**config.mk**
```make
export PLATFORM = sky130hd
export DESIGN_NAME = mfc_split_mul
export DESIGN_NICKNAME = d
export VERILOG_FILES = /design/src/hw/rtl/mfc_split_mul.sv
export SDC_FILE = /design/constraint.sdc
export NUM_CORES = 2
export LEC_CHECK = 0
export BUFFER_PORTS_ARGS = -buffer_cell sky130_fd_sc_hd__buf_2
export CORE_MARGIN = 2
export CORE_UTILIZATION = 30
export DETAILED_ROUTE_END_ITERATION = 10
export PLACE_DENSITY = 0.52
export SYNTH_ARGS = -nofsm -noshare
export SYNTH_HDL_FRONTEND = slang
export SYNTH_SLANG_ARGS = --single-unit
```
**constraint.sdc**
```tcl
create_clock -name clk -period 21.3 [get_ports clk]
set_input_delay 4.26 -clock clk [delete_from_list [all_inputs] [get_ports clk]]
set_output_delay 4.26 -clock clk [all_outputs]
set_load 0.01 [all_outputs]
```
**src/hw/rtl/mfc_split_mul.sv**
```systemverilog
`timescale 1ns / 1ps
`default_nettype none

// Unsigned multiply in two stages: two narrow partial products, then their sum.
// Stage numbers below are local to this unit.
module mfc_split_mul #(
	parameter int AW = 37,
	parameter int BW = 24,
	parameter int LW = 18
) (
	input  wire logic             clk,
	input  wire logic             en_pp,
	input  wire logic             en_sum,
	input  wire logic [AW-1:0]    a,
	input  wire logic [BW-1:0]    b,
	output logic [AW+BW-1:0]      prod
);

	localparam int HW = AW - LW;

	logic [LW+BW-1:0] pp_lo_s1;
	logic [HW+BW-1:0] pp_hi_s1;
	logic [AW+BW-1:0] prod_s2;

	always_ff @(posedge clk) begin
		if (en_pp) begin
			pp_lo_s1 <= (LW+BW)'(a[LW-1:0] * b);
			pp_hi_s1 <= (HW+BW)'(a[AW-1:LW] * b);
		end
		if (en_sum)
			prod_s2 <= {pp_hi_s1, {LW{1'b0}}} + (AW+BW)'(pp_lo_s1);
	end

	assign prod = prod_s2;

endmodule

`default_nettype wire

```
Word level (Yosys, flattened, before mapping)
Cells that the tools add are included.
- register bits: 146
- input bits: 64
- word-level logic and storage cells: 6
- output and inout port bits: 61
- $mul: 2
- $add $sub $neg: 1
- operator list (kind ; count):
    61-bit by 42-bit adder with 61-bit output ; 1
    19-bit by 24-bit multiplier with 43-bit output ; 1
    18-bit by 24-bit multiplier with 42-bit output ; 1

Longest topological paths before layout
- depth after elaboration: 1
- depth in mapped cells: 25

Worst setup path before layout
Ideal clock, no wire load.
- path kind: input port to flip-flop
- start: in b[22]
- end: reg pp_hi_s1[42] (data pin)
- path buffers: 2
- data required time: 21.036 ns
- cell stages on the path: 23
- arrival: 9.857 ns
- setup slack: 11.179 ns
- path through: clkbuf_1 > clkbuf_1 > nand2_1 > fa_1 > inv_1 > fa_1 > inv_1 > fa_1 > inv_1 > fa_1 > fa_1 > inv_1 > fa_1 > inv_1 > ha_1 > a21o_1 > a21o_1 > a221oi_1 > o211ai_1 > a221oi_1 > o21ai_0 > a211oi_1 > xnor2_1
- longest elaborated chain between the ends: 1
- ends and longest elaborated chain (item ; RTL line ; text):
    from (decl) ; 15 ; input wire logic [BW-1:0] b,
    19-bit by 24-bit multiplier with 43-bit output ; 28 ; pp_hi_s1 <= (HW+BW)'(a[AW-1:LW] * b);
    to (signal assigned) ; 28 ;
    to (decl) ; 22 ; logic [HW+BW-1:0] pp_hi_s1;
Every way passes these cells.
A chain may end at the register's enable or synchronous reset.

Worst setup path in the final report
- start: in b[10]
- end: reg pp_hi_s1[39] (data pin)
The elaborated chain is that of the path after synthesis.

==> results.txt <==
maximum capacitance violations: 0
type of element launching the critical path: primary input
area share of the largest cell type after synthesis: 41.5%
Detail Route Antenna Nets: 0
core area: 116,000 µm²
clock-pin slew of the registers on the worst-case setup and hold paths: 0.07 ns
number of clock sinks seen by CTS: 146
biggest area contributors in the synthesized netlist: sky130_fd_sc_hd__fa_1 42%, sky130_fd_sc_hd__edfxtp_1 13%, sky130_fd_sc_hd__inv_1 10%, sky130_fd_sc_hd__ha_1 9.6%, sky130_fd_sc_hd__and2_1 7.0%
total standard cell area after synthesis: 35,000 µm²
number of detailed-route iterations in the first pass: 5
initial antenna violation count: 8
I/O pin count: 125
average size of a mapped cell: 9.16 µm²
slowest stage delay, CP: 0.63 ns
detail-routed net length per standard cell: 18.3 µm
count of vias placed by the detailed router: 24,800
Finished Core Util: 32.4%
Arr. time, crit path: 10.81 ns
Worst Hold Endpoint: prod[5]$_DFFE_PP_
Non-Filler Instances: 5,323
number of H-tree levels: 4
pin count of the biggest net entering global routing: 68
GRT Residual Overflow: 0
CTS Hold Bufs: 0
required time of the worst setup path: 21.50 ns
status: finished clean
post-detailed-route DRC marker count: 0
cell count of the worst hold path: 0
Yosys warning count: 0
synth-to-layout area growth: 7.28%
element type at the critical path end: flop
Peak Freq: 0.0942 GHz
worst path bufs/invs: 6
gp weighted congestion: 0.849
worst setup path start: b[10]
number of distinct library cells after synthesis: 65
transition time of the tightest slew-check pin: 1.05 ns
final count of negative-setup-slack endpoints: 0
post-synthesis adder-cell area fraction: 51.1%
relative max-transition margin: 29.7%
HP Class: flop to flop
skew final: 0.0122 ns
critical path cell sequence: buf_2 > buf_4 > and2_1 > fa_1 > fa_1 > inv_1 > fa_1 > inv_1 > fa_1 > fa_1 > inv_1 > fa_1 > inv_1 > ha_1 > nand4_1 > a211oi_1 > nor3_1 > a211oi_1 > o21ai_0 > o21ai_0 > xor2_1
number of placement rows: 125
top fanout value on the critical path: 37
flop2flop setup slack: 18.03 ns
final sum of negative setup slack: 0 ns
unrepaired setup endpoints after global routing: no
wire length of the first global-routing pass: 157 mm
TritonCTS buffer count: 17
Synth Area in XOR/XNOR: 2.85%
final period utilization: 49.8%
starting density of the core: 30.2%
via density per instance: 4.66
net total in the final layout: 4,841
Clk Tree Root Cell: sky130_fd_sc_hd__clkbuf_16
gate count of the mapped netlist: 3,820
buffer depth of the longest clock path: 2
final count of pins violating max slew: 0
combinational family with the most area after synthesis: adder cells
ys async rst share: 0%
cell count after placement: 5,288
startpoint of the worst-slack reg-to-reg timing path: pp_lo_s1[26]$_DFFE_PP_
Routed WL: 97.4 mm
PortBufs: 124
Synth Area in Simple Gates: 15.6%
post-synthesis cell type with the largest combined area: sky130_fd_sc_hd__fa_1
final HPWL from detailed placement: 73.2 mm
mux contribution to synthesized area: 0%
Initial DRC Count: 1,464
post-cts resize count: 0
slowest stage cell, crit path: sky130_fd_sc_hd__a211oi_1
Post CTS Setup Buffer Count: 0
CTS tree: done
number of global-route vias before repair: 26,700
clock period minus final worst setup slack: 10.61 ns
layout cells sized above 1: 4.93%
end of the worst register-to-register path: prod[49]$_DFFE_PP_
DIE AREA: 119,000 µm²
complex-gate fraction of the synthesized area: 5.80%
Worst path most repeated cell: sky130_fd_sc_hd__fa_1
number of synthesized register bits: 146
family with the most delay on the worst path: adder cells
vertical extent of the die: 346 µm
sequential fraction of the synthesis area: 12.5%
final count of hold timing violations: 0
net count after synthesis: 4,878
clock insertion delay at the later pin of the skew report: 0.46 ns
hold path startpoint: pp_lo_s1[5]$_DFFE_PP_
Register-to-Register Path Depth: 9
die width: 346 µm
Post-synth top flop: sky130_fd_sc_hd__edfxtp_1
number of synthesized flops with an enable pin: 146
WS Path Type: primary input to flop
GRT Util Overall: 16.8%
synth_stat cells (2+ instances only):
cell                        count
sky130_fd_sc_hd__o21ba_2        2
sky130_fd_sc_hd__and4_1         4
sky130_fd_sc_hd__nor2b_1       10
sky130_fd_sc_hd__nand2b_1       6
sky130_fd_sc_hd__o2111ai_1      4
sky130_fd_sc_hd__xnor2_1       65
sky130_fd_sc_hd__nand3_1       26
sky130_fd_sc_hd__nor3b_1        4
sky130_fd_sc_hd__o21ai_0       47
sky130_fd_sc_hd__edfxtp_1     146
sky130_fd_sc_hd__a31oi_1       11
sky130_fd_sc_hd__o31ai_1        4
sky130_fd_sc_hd__o211ai_1       5
sky130_fd_sc_hd__buf_2          3
sky130_fd_sc_hd__a211oi_1       7
sky130_fd_sc_hd__a21o_1        48
sky130_fd_sc_hd__o21a_1        13
sky130_fd_sc_hd__inv_1        930
sky130_fd_sc_hd__clkbuf_1     193
sky130_fd_sc_hd__nand4_1       22
sky130_fd_sc_hd__and3_1        11
sky130_fd_sc_hd__a211o_1        5
sky130_fd_sc_hd__and2_1       390
sky130_fd_sc_hd__o31ai_2        2
sky130_fd_sc_hd__nor4_1         5
sky130_fd_sc_hd__a2111oi_0      2
sky130_fd_sc_hd__xor2_1        49
sky130_fd_sc_hd__nor2_1        56
sky130_fd_sc_hd__o221ai_1       3
sky130_fd_sc_hd__o21bai_1      19
sky130_fd_sc_hd__a221oi_1       3
sky130_fd_sc_hd__a41oi_1        5
sky130_fd_sc_hd__or3_1          2
sky130_fd_sc_hd__a21boi_0       3
sky130_fd_sc_hd__fa_1         726
sky130_fd_sc_hd__ha_1         268
sky130_fd_sc_hd__nor3_1        13
sky130_fd_sc_hd__or4_1          2
sky130_fd_sc_hd__o31a_1         2
sky130_fd_sc_hd__nand2_1      574
sky130_fd_sc_hd__o21ai_1        4
sky130_fd_sc_hd__a21oi_1      103
sequential cells by signal, indices dropped and copies added (netlist names):
register	flops
pp_lo_s1	42
pp_hi_s1	43
prod	61
worst max path at each step:
stage                                         to  slack, ns  cells past startpoint
after floorplan           pp_hi_s1[42]$_DFFE_PP_      11.18                     23
after global placement    pp_hi_s1[39]$_DFFE_PP_      10.20                     21
after detailed placement  pp_hi_s1[42]$_DFFE_PP_      10.15                     22
after CTS                 pp_hi_s1[42]$_DFFE_PP_      10.63                     22
after global routing      pp_hi_s1[39]$_DFFE_PP_      10.34                     21
final                     pp_hi_s1[39]$_DFFE_PP_      10.69                     21
final cells by class:
type	count	area, µm²
clock buffer	18	429
sequential	146	4380
inverter	930	3490
antenna	3	7.51
clock inverter	14	200
tap	1524	1910
multi-input combinational	2545	26400
fill	12000	78300
timing repair buffer	143	766
worst reg2reg max path, delay by kind of cell (launching register included):
kind | cells | cell delay (ns)
xor gates and xnor gates | 1 | 0.18
DFF | 1 | 0.45
AOI/OAI and AO/OA | 5 | 1.73
and+or+nand+nor | 2 | 0.24
adders and majority gates | 1 | 0.41
cell usage in the layout, fill, tap and decap left out, types with 4 or more instances in the layout:
master / synthesis / routed
sky130_fd_sc_hd__a211o_1: 5 / 5
sky130_fd_sc_hd__a211oi_1: 7 / 7
sky130_fd_sc_hd__a21o_1: 48 / 48
sky130_fd_sc_hd__a21oi_1: 103 / 103
sky130_fd_sc_hd__a31oi_1: 11 / 11
sky130_fd_sc_hd__a41oi_1: 5 / 5
sky130_fd_sc_hd__and2_1: 390 / 390
sky130_fd_sc_hd__and3_1: 11 / 11
sky130_fd_sc_hd__and4_1: 4 / 4
sky130_fd_sc_hd__buf_2: 3 / 123
sky130_fd_sc_hd__buf_4: 1 / 20
sky130_fd_sc_hd__bufinv_16: 0 / 4
sky130_fd_sc_hd__clkbuf_16: 0 / 17
sky130_fd_sc_hd__edfxtp_1: 146 / 146
sky130_fd_sc_hd__fa_1: 726 / 726
sky130_fd_sc_hd__ha_1: 268 / 268
sky130_fd_sc_hd__inv_1: 930 / 930
sky130_fd_sc_hd__inv_6: 0 / 5
sky130_fd_sc_hd__nand2_1: 574 / 574
sky130_fd_sc_hd__nand2b_1: 6 / 6
sky130_fd_sc_hd__nand3_1: 26 / 26
sky130_fd_sc_hd__nand4_1: 22 / 22
sky130_fd_sc_hd__nor2_1: 56 / 56
sky130_fd_sc_hd__nor2b_1: 10 / 10
sky130_fd_sc_hd__nor3_1: 13 / 13
sky130_fd_sc_hd__nor3b_1: 4 / 4
sky130_fd_sc_hd__nor4_1: 5 / 5
sky130_fd_sc_hd__o2111ai_1: 4 / 4
sky130_fd_sc_hd__o211ai_1: 5 / 5
sky130_fd_sc_hd__o21a_1: 13 / 13
sky130_fd_sc_hd__o21ai_0: 47 / 47
sky130_fd_sc_hd__o21ai_1: 4 / 4
sky130_fd_sc_hd__o21bai_1: 19 / 19
sky130_fd_sc_hd__o31ai_1: 4 / 4
sky130_fd_sc_hd__xnor2_1: 65 / 65
sky130_fd_sc_hd__xor2_1: 49 / 49
logic make-up after synthesis:
group                      count (synthesis)
AOI/OAI and AO/OA                        309
xor gates and xnor gates                 114
adders and majority gates                994
buffers and inverters                   1129
DFF                                      146
and+or+nand+nor                         1128
through the flow:
| step | hold WS [ns] | cell area [µm²] | worst slack (ns) |
|---|---|---|---|
| 2_1_floorplan | 0.400 | 35000 | 11.18 |
| 3_3_place_gp | 0.403 | 36900 | 10.20 |
| 3_5_place_dp | 0.406 | 36900 | 10.15 |
| 4_1_cts | 0.420 | 37500 | 10.63 |
| 5_1_grt | 0.425 | 37600 | 10.34 |
| 6_report | 0.417 | 37600 | 10.69 |
layer usage:
metal  vias up  wire, µm  global-route usage (%)
met1     12900     46900                    24.1
met5         -        60                       0
met3        83      5340                    2.65
met4        12      1340                    3.27
met2       587     43800                    26.8
li1      11300         -                       -
Power is not shown: default switching activity piles up to over one toggle a cycle in this logic, so the estimate is an artifact.
