==> config.mk <==
export PLATFORM = sky130hd
export DESIGN_NAME = mfc_unwrap
export DESIGN_NICKNAME = d
export VERILOG_FILES = /design/src/hw/rtl/mfc_pkg.sv /design/src/hw/rtl/mfc_unwrap.sv
export SDC_FILE = /design/constraint.sdc
export NUM_CORES = 1
export LEC_CHECK = 0
export BUFFER_PORTS_ARGS = -buffer_cell sky130_fd_sc_hd__clkbuf_2
export CORE_ASPECT_RATIO = 1.75
export CORE_UTILIZATION = 40
export DETAILED_ROUTE_END_ITERATION = 8
export SLEW_MARGIN = 0
export SYNTH_ARGS = -nofsm -noshare
export SYNTH_HDL_FRONTEND = slang
export SYNTH_SLANG_ARGS = --single-unit
==> constraint.sdc <==
create_clock -name clk -period 8.25 [get_ports clk]
set_input_delay 1.65 -clock clk [delete_from_list [all_inputs] [get_ports clk]]
set_output_delay 1.65 -clock clk [all_outputs]
set_load 0.005 [all_outputs]
==> src/hw/rtl/mfc_pkg.sv <==
`timescale 1ns / 1ps
`default_nettype none

package mfc_pkg;

	// Encoder and round counter geometry
	localparam int ENC_W          = 13;
	localparam int ENCODER_COUNTS = 1 << ENC_W;
	localparam int ROUND_BITS     = 24;
	localparam int TOTAL_W        = ROUND_BITS + ENC_W;

	localparam logic signed [ROUND_BITS-1:0] ROUND_MAX = {1'b0, {(ROUND_BITS-1){1'b1}}};
	localparam logic signed [ROUND_BITS-1:0] ROUND_MIN = {1'b1, {(ROUND_BITS-1){1'b0}}};

	// Field widths
	localparam int RPM_W    = 16;
	localparam int CUR_W    = 16;
	localparam int TORQUE_W = 32;
	localparam int SUM_W    = TORQUE_W + 1;
	localparam int ANGLE_W  = 48;
	localparam int SPEED_W  = 32;
	localparam int DRIVE_W  = 16;

	// Configuration registers
	localparam int ANGLE_SCALE_W  = 24;
	localparam int SPEED_SCALE_W  = 18;
	localparam int TORQUE_SCALE_W = 24;
	localparam int CMD_SCALE_W    = 28;
	localparam int LIFT_W         = 15;
	localparam int CFG_IDX_W      = 3;
	localparam int CFG_DATA_W     = 28;

	localparam logic [CFG_IDX_W-1:0] CFG_ANGLE_SCALE   = 3'd0;
	localparam logic [CFG_IDX_W-1:0] CFG_SPEED_SCALE   = 3'd1;
	localparam logic [CFG_IDX_W-1:0] CFG_TORQUE_SCALE  = 3'd2;
	localparam logic [CFG_IDX_W-1:0] CFG_COMMAND_SCALE = 3'd3;
	localparam logic [CFG_IDX_W-1:0] CFG_DEADBAND_LIFT = 3'd4;
	localparam logic [CFG_IDX_W-1:0] CFG_COMMAND_LIMIT = 3'd5;

	localparam logic [ANGLE_SCALE_W-1:0]  ANGLE_SCALE_RST  = 24'd823550;
	localparam logic [SPEED_SCALE_W-1:0]  SPEED_SCALE_RST  = 18'd6862;
	localparam logic [TORQUE_SCALE_W-1:0] TORQUE_SCALE_RST = 24'd1536;
	localparam logic [CMD_SCALE_W-1:0]    CMD_SCALE_RST    = 28'd53687091;
	localparam logic [LIFT_W-1:0]         LIFT_RST         = 15'd0;
	localparam logic [LIFT_W-1:0]         LIMIT_RST        = 15'd16384;

	typedef enum logic [1:0] {
		MODE_FRAME = 2'd0,
		MODE_CMD   = 2'd1,
		MODE_ALIVE = 2'd2
	} mode_t;

	// Per-item data that rides alongside the multipliers
	typedef struct packed {
		logic [1:0]                    mode;
		logic                          angle_neg;
		logic                          cmd_neg;
		logic signed [SPEED_W-1:0]     speed;
		logic signed [TORQUE_W-1:0]    torque;
		logic signed [ROUND_BITS-1:0]  turns;
		logic                          online;
	} side_t;

endpackage

`default_nettype wire

==> src/hw/rtl/mfc_unwrap.sv <==
`timescale 1ns / 1ps
`default_nettype none

module mfc_unwrap (
	input  wire logic                                   clk,
	input  wire logic                                   arst_n,
	input  wire logic                                   take,
	input  wire logic [1:0]                             mode,
	input  wire logic [mfc_pkg::ENC_W-1:0]              encoder,
	output logic signed [mfc_pkg::TOTAL_W-1:0]          total,
	output logic signed [mfc_pkg::ROUND_BITS-1:0]       turns,
	output logic                                        online
);

	localparam logic signed [mfc_pkg::ENC_W:0] HALF_TURN =
		(mfc_pkg::ENC_W+1)'(mfc_pkg::ENCODER_COUNTS / 2);

	logic [mfc_pkg::ENC_W-1:0]               prev_q;
	logic signed [mfc_pkg::ROUND_BITS-1:0]   round_q;
	logic signed [mfc_pkg::ROUND_BITS-1:0]   round_nxt;
	logic                                    frame_seen_q;
	logic                                    online_q;
	logic signed [mfc_pkg::ENC_W:0]          delta;
	logic                                    is_frame;
	logic                                    is_alive;

	assign is_frame = (mode == mfc_pkg::MODE_FRAME);
	assign is_alive = (mode == mfc_pkg::MODE_ALIVE);
	assign delta    = $signed({1'b0, encoder}) - $signed({1'b0, prev_q});

	// backward jump of over half a turn: wrapped forwards, and vice versa
	always_comb begin
		round_nxt = round_q;
		if (delta < -HALF_TURN) begin
			if (round_q != mfc_pkg::ROUND_MAX)
				round_nxt = round_q + mfc_pkg::ROUND_BITS'(1);
		end else if (delta > HALF_TURN) begin
			if (round_q != mfc_pkg::ROUND_MIN)
				round_nxt = round_q - mfc_pkg::ROUND_BITS'(1);
		end
	end

	// the encoder field spans exactly one turn, so rounds and position concatenate
	assign total  = $signed({round_nxt, encoder});
	assign turns  = is_frame ? round_nxt : round_q;
	assign online = is_alive ? frame_seen_q : online_q;

	always_ff @(posedge clk or negedge arst_n) begin
		if (!arst_n) begin
			prev_q       <= '0;
			round_q      <= '0;
			frame_seen_q <= 1'b0;
			online_q     <= 1'b0;
		end else if (take) begin
			if (is_frame) begin
				prev_q       <= encoder;
				round_q      <= round_nxt;
				frame_seen_q <= 1'b1;
			end else if (is_alive) begin
				online_q     <= frame_seen_q;
				frame_seen_q <= 1'b0;
			end
		end
	end

endmodule

`default_nettype wire

# After elaboration in Yosys (flattened, before gate mapping)
# Index checks and enable logic that the tools add are counted.
# Widths: inputs -> output; s select.
[word_totals]
elab_cells = 26
output_inout_bits = 62
regBits = 39
in_bits = 18
[classes]
n_addsub = 3
reduce_logical = 5
muxes = 8
n_lt_le_gt_ge = 2
bitwise_logic = 1
n_eq_ne = 3
[op_table]
columns = ["op", "n"]
rows = [
  ["$mux 24", 5],
  ["$ne 24x24->1 const B", 2],
  ["$add 24x2->24 const B", 1],
  ["$sub 24x2->24 const B", 1],
  ["$gt 14x14->1 const B", 1],
  ["$lt 14x13->1 const B", 1],
  ["$sub 13x13->14", 1],
  ["$reduce_and 2->1", 3],
  ["$mux 1", 3],
  ["$eq 2x2->1 const B", 1],
  ["$logic_not 2->1", 1],
  ["$reduce_bool 2->1", 1],
  ["$not 1->1", 1],
]

# Longest topological paths before layout
# Gate-level depths: netlist of run 1.
[depth]
depth_word = 5
depth_mapped = 13
mapped_depth_nobuf = 12

# Worst setup path after synthesis of run 1
# Ideal clock, no wire load.
[synth_timing]
path_kind = "input port to output port"
startpoint = "input encoder[2] (netlist bit)"
endpoint = "output turns[21] (netlist bit)"
arrival_time_ps = 4315
slack_ps = 2285
path_buffers = 0
path_stages = 10
required_time_ps = 6600
cell_sequence = "ha_1 -> nor2b_1 -> o31ai_1 -> a21oi_1 -> or3b_1 -> o22a_1 -> or3_1 -> or3_1 -> a21oi_1 -> xor2_1"
[synth_between]
elab_chain_cells = 5
elab_cells_between_ends = 6
cone_classes = "1 x add/sub; 2 x order compare; 3 x mux"
[synth_lines]
columns = ["item", "line", "rtl"]
rows = [
  ["start: declaration", "mfc_unwrap.sv:9", "input wire logic [mfc_pkg::ENC_W-1:0] encoder,"],
  ["$sub 13x13->14 *", "mfc_unwrap.sv:29", "assign delta = $signed({1'b0, encoder}) - $signed({1'b0, prev_q});"],
  ["$gt 14x14->1", "mfc_unwrap.sv:37", "end else if (delta > HALF_TURN) begin"],
  ["$mux 24", "mfc_unwrap.sv:37", ""],
  ["$mux 24 *", "mfc_unwrap.sv:34", "if (delta < -HALF_TURN) begin"],
  ["$mux 24 *", "--", ""],
  ["end: declaration", "mfc_unwrap.sv:11", "output logic signed [mfc_pkg::ROUND_BITS-1:0] turns,"],
]
# Every way passes the cells marked *; elsewhere a longest branch is shown, timed or not.

# Final worst setup path of run 1
[layout_timing]
startpoint = "input encoder[0] (netlist bit)"
endpoint = "output turns[1] (netlist bit)"
# Same word-level chain as after synthesis.

==> results of run 1 <==
per-layer routing:
| metal | GRT usage | vias to the layer above | routed length (µm) |
|---|---|---|---|
| met2 | 0.4715 | 86 | 6673 |
| met4 | 0.09615 | 0 | 299 |
| li1 | - | 1846 | - |
| met5 | 0 | - | 0 |
| met3 | 0.02284 | 19 | 284 |
| met1 | 0.2177 | 1800 | 4093 |
final cells by class:
class,instances,area [µm²],area share
Sequential cell,39,975.9,0.2218
Multi-Input combinational cell,401,2604,0.5917
Tap cell,122,152.6,0.03469
Inverter,23,86.33,0.01962
Clock buffer,8,156.4,0.03554
Timing Repair Buffer,83,425.4,0.09667
worst paths after layout:
check | cells after the start | to
hold / removal | 2 | prev_q[0]
max in group asynchronous | 1 | round_q[9]
setup reg to reg | 11 | round_q[12]
setup / recovery | 14 | turns[1]
min in group asynchronous | 1 | prev_q[7]
hold reg to reg | 2 | prev_q[0]
flip-flops by register name, indices dropped and copies added (netlist names):
signal	count
frame_seen_q	1
round_q	24
online_q	1
prev_q	13
cell families (layout without fill, tap and decap cells):
kind of cell	count (synthesis)	after routing	synth area share
AO/OA/AOI/OAI	109	109	0.1902
XOR/XNOR	65	65	0.1472
adder cells (fa/ha/maj)	17	17	0.05692
buffers and inverters	62	114	0.07536
flip-flops	39	39	0.2523
multiplexers	2	2	0.005821
AND/OR/NAND/NOR	208	208	0.2723
placed cells by master, fill, tap and decap left out, types with 7 or more instances in the layout:
master    instances
clkbuf_2         79
nand2_1          56
nor2_1           48
dfrtp_1          39
xnor2_1          34
xor2_1           31
o21ai_0          28
a21oi_1          26
inv_1            22
nor3_1           18
nand3_1          17
ha_1             16
or3_1            10
and3_1            8
nor2b_1           7
a31oi_1           7
tightest hold or removal path: stages, from the launching register on:
cell and delay, ns:
dfrtp_1 0.35, nand2_1 0.05, o21ai_0 0.06
report_power, final:
| group | internal (mW) | switching (mW) | total, mW |
|---|---|---|---|
| Clock | 0.129 | 0.0797 | 0.209 |
| Combinational | 0.152 | 0.226 | 0.378 |
| Sequential | 0.216 | 0.0304 | 0.247 |
| Total | 0.497 | 0.336 | 0.833 |
synthesized netlist by cell type, drive strengths merged (3+ instances only):
master and count:
o21ai 31, buf 18, a211o 3, nor2b 7
nand4 6, nand3 17, or4 3, ha 16
nand2b 3, xnor2 34, and3 8, inv 22
or2 7, o2111ai 3, nor3 19, nor4 6
and4 6, or3 12, clkbuf 21, a21boi 3
dfrtp 39, nand2 56, nand3b 3, a21o 3
xor2 31, nor2 50, a31oi 9, a21oi 27
o21a 3
through the flow:
step / cells / cell area (µm²) / power [mW] / hold WS, ns / setup slack (ns)
6_report: 676 / 4400 / 0.8334 / 0.4866 / 1.330
5_1_grt: 676 / 4400 / 0.8839 / 0.5270 / 1.087
4_1_cts: 676 / 4400 / 0.8383 / 0.4955 / 1.303
3_5_place_dp: 668 / 4244 / 0.6249 / 0.4821 / 1.302
3_3_place_gp: 668 / 4244 / 0.6198 / 0.4696 / 1.366
2_1_floorplan: 502 / 3869 / 0.4992 / 0.4538 / 2.285
==> impl_results.md, run 1 <==
- Fillcell total: 1003
- Share of layout cells above drive strength 1: 0.1986
- DRT iter0 DRCs: roughly 180
- Nets: just under 600
- Final Setup Violations: 0
- H-tree depth: 2
- Synth top area share: 0.2523
- Hold Path Class: flip-flop to flip-flop
- Outcome: finished, final reports clean
- Wire length per cell: 16.79 µm
- Crit Reg-Reg Startpoint: prev_q[1]
- Core Region: 9409 µm²
- Async SR Flop Fraction: 1.000
- Syn nets: approximately 540
- Post-route ant nets: 0
- Top post-synthesis cells by area: dfrtp_1 25%, xnor2_1 7.7%, xor2_1 7.0%
- Hold path start: prev_q[0]
- Final hold vios: 0
- Unrepaired setup endpoints after global routing: no
- Seq/Total Area, Yosys: 0.2523
- Hold buffer count at cts: 0
- Top fanout value on the critical path: 17
- VDD IR max: 0.1409 mV
- # rows: 47
- Critical path launch point type: input pin
- Syn_area_per_cell: between 7 and 8 µm²
- DRC viols: 0
- GRT Overall Usage: 0.2276
- Crit path from: encoder[0]
- TNS Setup: 0 ns
- Leak Pwr: 2.064 nW
- Hpwl dp: 8805 µm
- Max_cap viols: 0
- Root Buffer Master: clkbuf_16
- Worst Path Arrival: around 5.3 ns
- Routed WL: 11350 µm
- Crit path max-delay cell type: nand4_1
- Max-Slew Margin vs Limit: 0.3012
- Final GP Congestion: 0.9191
- Die Wd: 76.34 µm
- Worst-Margin Slew: 1.048 ns
- Drt pass-1 iters: 4
- Critical Path RT: 6.60 ns
- Vias in the first global route: 3664
- Clock skew: 0.003019 ns
- Reg2Reg Setup Slack: 4.39 ns
- Largest area contributor in the netlist: dfrtp_1
- Vias post-DR: 3751
- Initial antenna violation count: 0
- Diodes inserted: 0
- # Post-CTS Setup Buffers: 0
- Bufs and invs on worst path: 3
- Worst skew pair latency: 0.29 ns
- Post-synthesis cell type count: 70
- Final Cycle Share: 0.8387
- Io pins: 80
- Buffers on Ports: slightly below 80
- Crit-path cells: clkbuf_2, inv_1, ha_1, fa_1, nor2b_1, o31a_1, o21ai_0, a22oi_1, and4_1, nand4_1, a21oi_1, o21ai_0, o221ai_1, clkbuf_2
- Crit. End Element: primary output
- Final core occ: 0.4677
- Via/cell ratio: 5.549
- Ys Warns: 0
- Largest net degree at the start of global routing: 40
- Grt ovf: 0
- Fin crit period: 6.920 ns
- Mapped Cells: 502
- Starting Density: 0.4112
- Number of synthesized register bits: 39
- Post-synthesis cell area: 3869 µm²
- Fmax: ~0.14 GHz
- Total clock buffers created by CTS: 5
- # clock sinks: 39
- Crit-path max cell delay: 0.74 ns
- Post-synth EDFFs: 0
- CTS tree: built
- Die area: slightly above 10000 µm²
- Clock buffer depth: 2
- Family with the most delay on the worst path: compound AO/OA/AOI/OAI gates
- Ys flop type: dfrtp_1
- First-pass GRT wire length: 18020 µm
- Final Max Tran Viols: 0
- Reg clk slew, reported paths: ~0.060 ns
- Synthesis-to-layout area growth: 13.75%
- Pwr/cell area: 189.4 nW/µm²
- Die height: 132.1 µm
- Post-cts sizing count: 0
- Worst setup path category: input pin to primary output
No activity file was read; power rests on OpenSTA's default activity.
==> inputs of run 2 (changes only) <==
==> constraint.sdc (replaced) <==
create_clock -name clk -period 5.8 [get_ports clk]
set_input_delay 1.16 -clock clk [delete_from_list [all_inputs] [get_ports clk]]
set_output_delay 1.16 -clock clk [all_outputs]
set_load 0.005 [all_outputs]
==> impl_results.md, run 2 (synthesized netlist as in run 1, its figures left out) <==
- Via/cell ratio: 5.465 (was 5.549)
- Unrepaired setup endpoints after global routing: no (unchanged)
- Nets: 596 (was 588)
- Crit path capture: turns[21] (was turns[1])
- Synthesis-to-layout area growth: 15.07% (was 13.75%)
- Grt ovf: 0 (unchanged)
- Worst Path Arrival: 4.40 ns (was 5.27 ns)
- Crit. End Element: primary output (unchanged)
- Crit Reg-Reg Startpoint: round_q[12] (was prev_q[1])
- End of the worst register-to-register path: round_q[18] (was round_q[12])
- Fmax: 0.1798 GHz
- Die area: 10080 µm² (unchanged)
- Vias in the first global route: 3739 (was 3664)
- Die height: 132.1 µm (unchanged)
- FF/Latch Area: 975.9 µm² (unchanged)
- Io pins: 80 (unchanged)
- Root Buffer Master: clkbuf_16 (unchanged)
- Hold buffer count at cts: 0 (unchanged)
- Core Region: 9409 µm² (unchanged)
- Footprint of the multi-input gates: 2614 µm² (was 2604 µm²)
- Wire length per cell: 16.86 µm (was 16.79 µm)
- Final core occ: 0.4731 (was 0.4677)
- Routed WL: 11530 µm (was 11350 µm)
- Reg2Reg Depth: 10 (was 11)
- Starting Density: 0.4112 (unchanged)
- Max-Slew Margin vs Limit: 0.2216 (was 0.3012)
- Max_cap viols: 0 (unchanged)
- Post-route ant nets: 0 (unchanged)
- Initial antenna violation count: 0 (unchanged)
- Top fanout value on the critical path: 8 (was 17)
- DRT iter0 DRCs: 204 (was 182)
- Clock buffer depth: 2 (unchanged)
- Placed instance area: 4304 µm² (was 4244 µm²)
- Largest net degree at the start of global routing: 40 (unchanged)
- Crit path from: encoder[2] (was encoder[0])
- Worst-Margin Slew: 1.163 ns (was 1.048 ns)
- Total clock buffers created by CTS: 5 (unchanged)
- First-pass GRT wire length: 18600 µm (was 18020 µm)
- H-tree depth: 2 (unchanged)
- Worst skew pair latency: 0.28 ns (was 0.29 ns)
- Reg2Reg Setup Slack: 2.28 ns (was 4.39 ns)
- DRC viols: 0 (unchanged)
- Hpwl dp: 8923 µm (was 8805 µm)
- Diodes inserted: 0 (unchanged)
- Final GP Congestion: 0.9380 (was 0.9191)
- GRT Overall Usage: 0.2357 (was 0.2276)
- Commonest non-fill, non-tap cell in the layout: clkbuf_2 (unchanged)
- Most frequent cells in the layout: 79 x clkbuf_2, 56 x nand2_1, 48 x nor2_1 (unchanged)
- Hold Path Class: flip-flop to flip-flop (unchanged)
- Hold slack: 0.4915 ns (was 0.4866 ns)
- TNS Setup: 0 ns (unchanged)
- Critical Path RT: 4.64 ns (was 6.60 ns)
- # rows: 47 (unchanged)
- Die Wd: 76.34 µm (unchanged)
- Final Max Tran Viols: 0 (unchanged)
- Clock skew: 0.003522 ns (was 0.003019 ns)
- Reg with most FFs: round_q (unchanged)
- Share of layout cells above drive strength 1: 0.2117 (was 0.1986)
- Buffers on Ports: 79 (unchanged)
- Fillcell total: 994 (was 1003)
- Final WS setup: 0.2375 ns (was 1.330 ns)
- Final hold vios: 0 (unchanged)
- Critical path launch point type: input pin (unchanged)
- Vias post-DR: 3738 (was 3751)
- Reg clk slew, reported paths: 0.06 ns (about the same)
- Dpl ws: 0.2224 ns (was 1.302 ns)
- Drt pass-1 iters: 4 (unchanged)
- Final Cycle Share: 0.9590
- Final Setup Violations: 0 (unchanged)
- Cell area after layout: 4452 µm² (was 4400 µm²)
- Outcome: finished, final reports clean (unchanged)
- # clock sinks: 39 (unchanged)
- Worst setup path category: input pin to primary output (unchanged)
- Leak Pwr: 2.099 nW (was 2.064 nW)
- Top Registers: round_q x24, prev_q x13 (unchanged)
- CTS tree: built (unchanged)
- VDD IR max: 0.2180 mV (was 0.1409 mV)
- Pwr/cell area: 264.8 nW/µm² (was 189.4 nW/µm²)
- Max reg flops: 24 (unchanged)
- Fin crit period: 5.562 ns
run 2: layout make-up:
type,instances,area share
multi-input combinational,401,0.5871
sequential,39,0.2192
timing repair buffer,91,0.1091
clock inverter,1,0.001124
tap,122,0.03429
inverter,23,0.01939
clock buffer,7,0.02979
run 2: worst min-delay path by stage:
| stage | slack [ns] | endpoint | from | cells after the start |
|---|---|---|---|---|
| after detailed placement | 0.49 | online_q | online_q | 1 |
| after global placement | 0.47 | prev_q[0] | prev_q[0] | 2 |
| after CTS | 0.50 | online_q | online_q | 1 |
| after global routing | 0.52 | online_q | online_q | 1 |
| after floorplan | 0.45 | prev_q[0] | prev_q[0] | 2 |
| final | 0.49 | prev_q[0] | prev_q[0] | 2 |
run 2: per-stage QoR:
step                      cells  power (mW)
after floorplan             502      0.7100
after global placement      676      0.9047
after detailed placement    676      0.9088
after CTS                   684       1.191
after global routing        684       1.263
final                       684       1.179
run 2: where the power goes:
part           internal, mW  total (mW)  switching, mW
Clock                 0.159       0.270          0.111
Combinational         0.230       0.558          0.328
Sequential            0.308       0.350         0.0427
Total                 0.697        1.18          0.482
run 2: repair_timing:
| action | 4_1_cts | 5_1_grt |
|---|---|---|
| hold endpoints to repair | 0 | 0 |
| buffers inserted | 0 | 0 |
| endpoints found under the setup margin | 0 | 4 |
| gates resized for setup | 0 | 2 |
run 2: per-layer routing:
layer  GRT usage  part of all wire  wire (µm)
met1      0.2398              0.37       4231
met2      0.4605              0.56       6503
met3     0.02907             0.027        306
met4      0.1154             0.043        491
met5           0                 0          0
run 2: critical path, cell delays in order:
cell and delay (ns):
clkbuf_2 0.10, ha_1 0.36, nor2b_1 0.20, o31ai_1 0.28, a21oi_1 0.16, or3b_1 0.41, o22a_1 0.32, or3_1 0.50
or3_1 0.39, a21oi_1 0.20, xor2_1 0.17, clkbuf_2 0.13
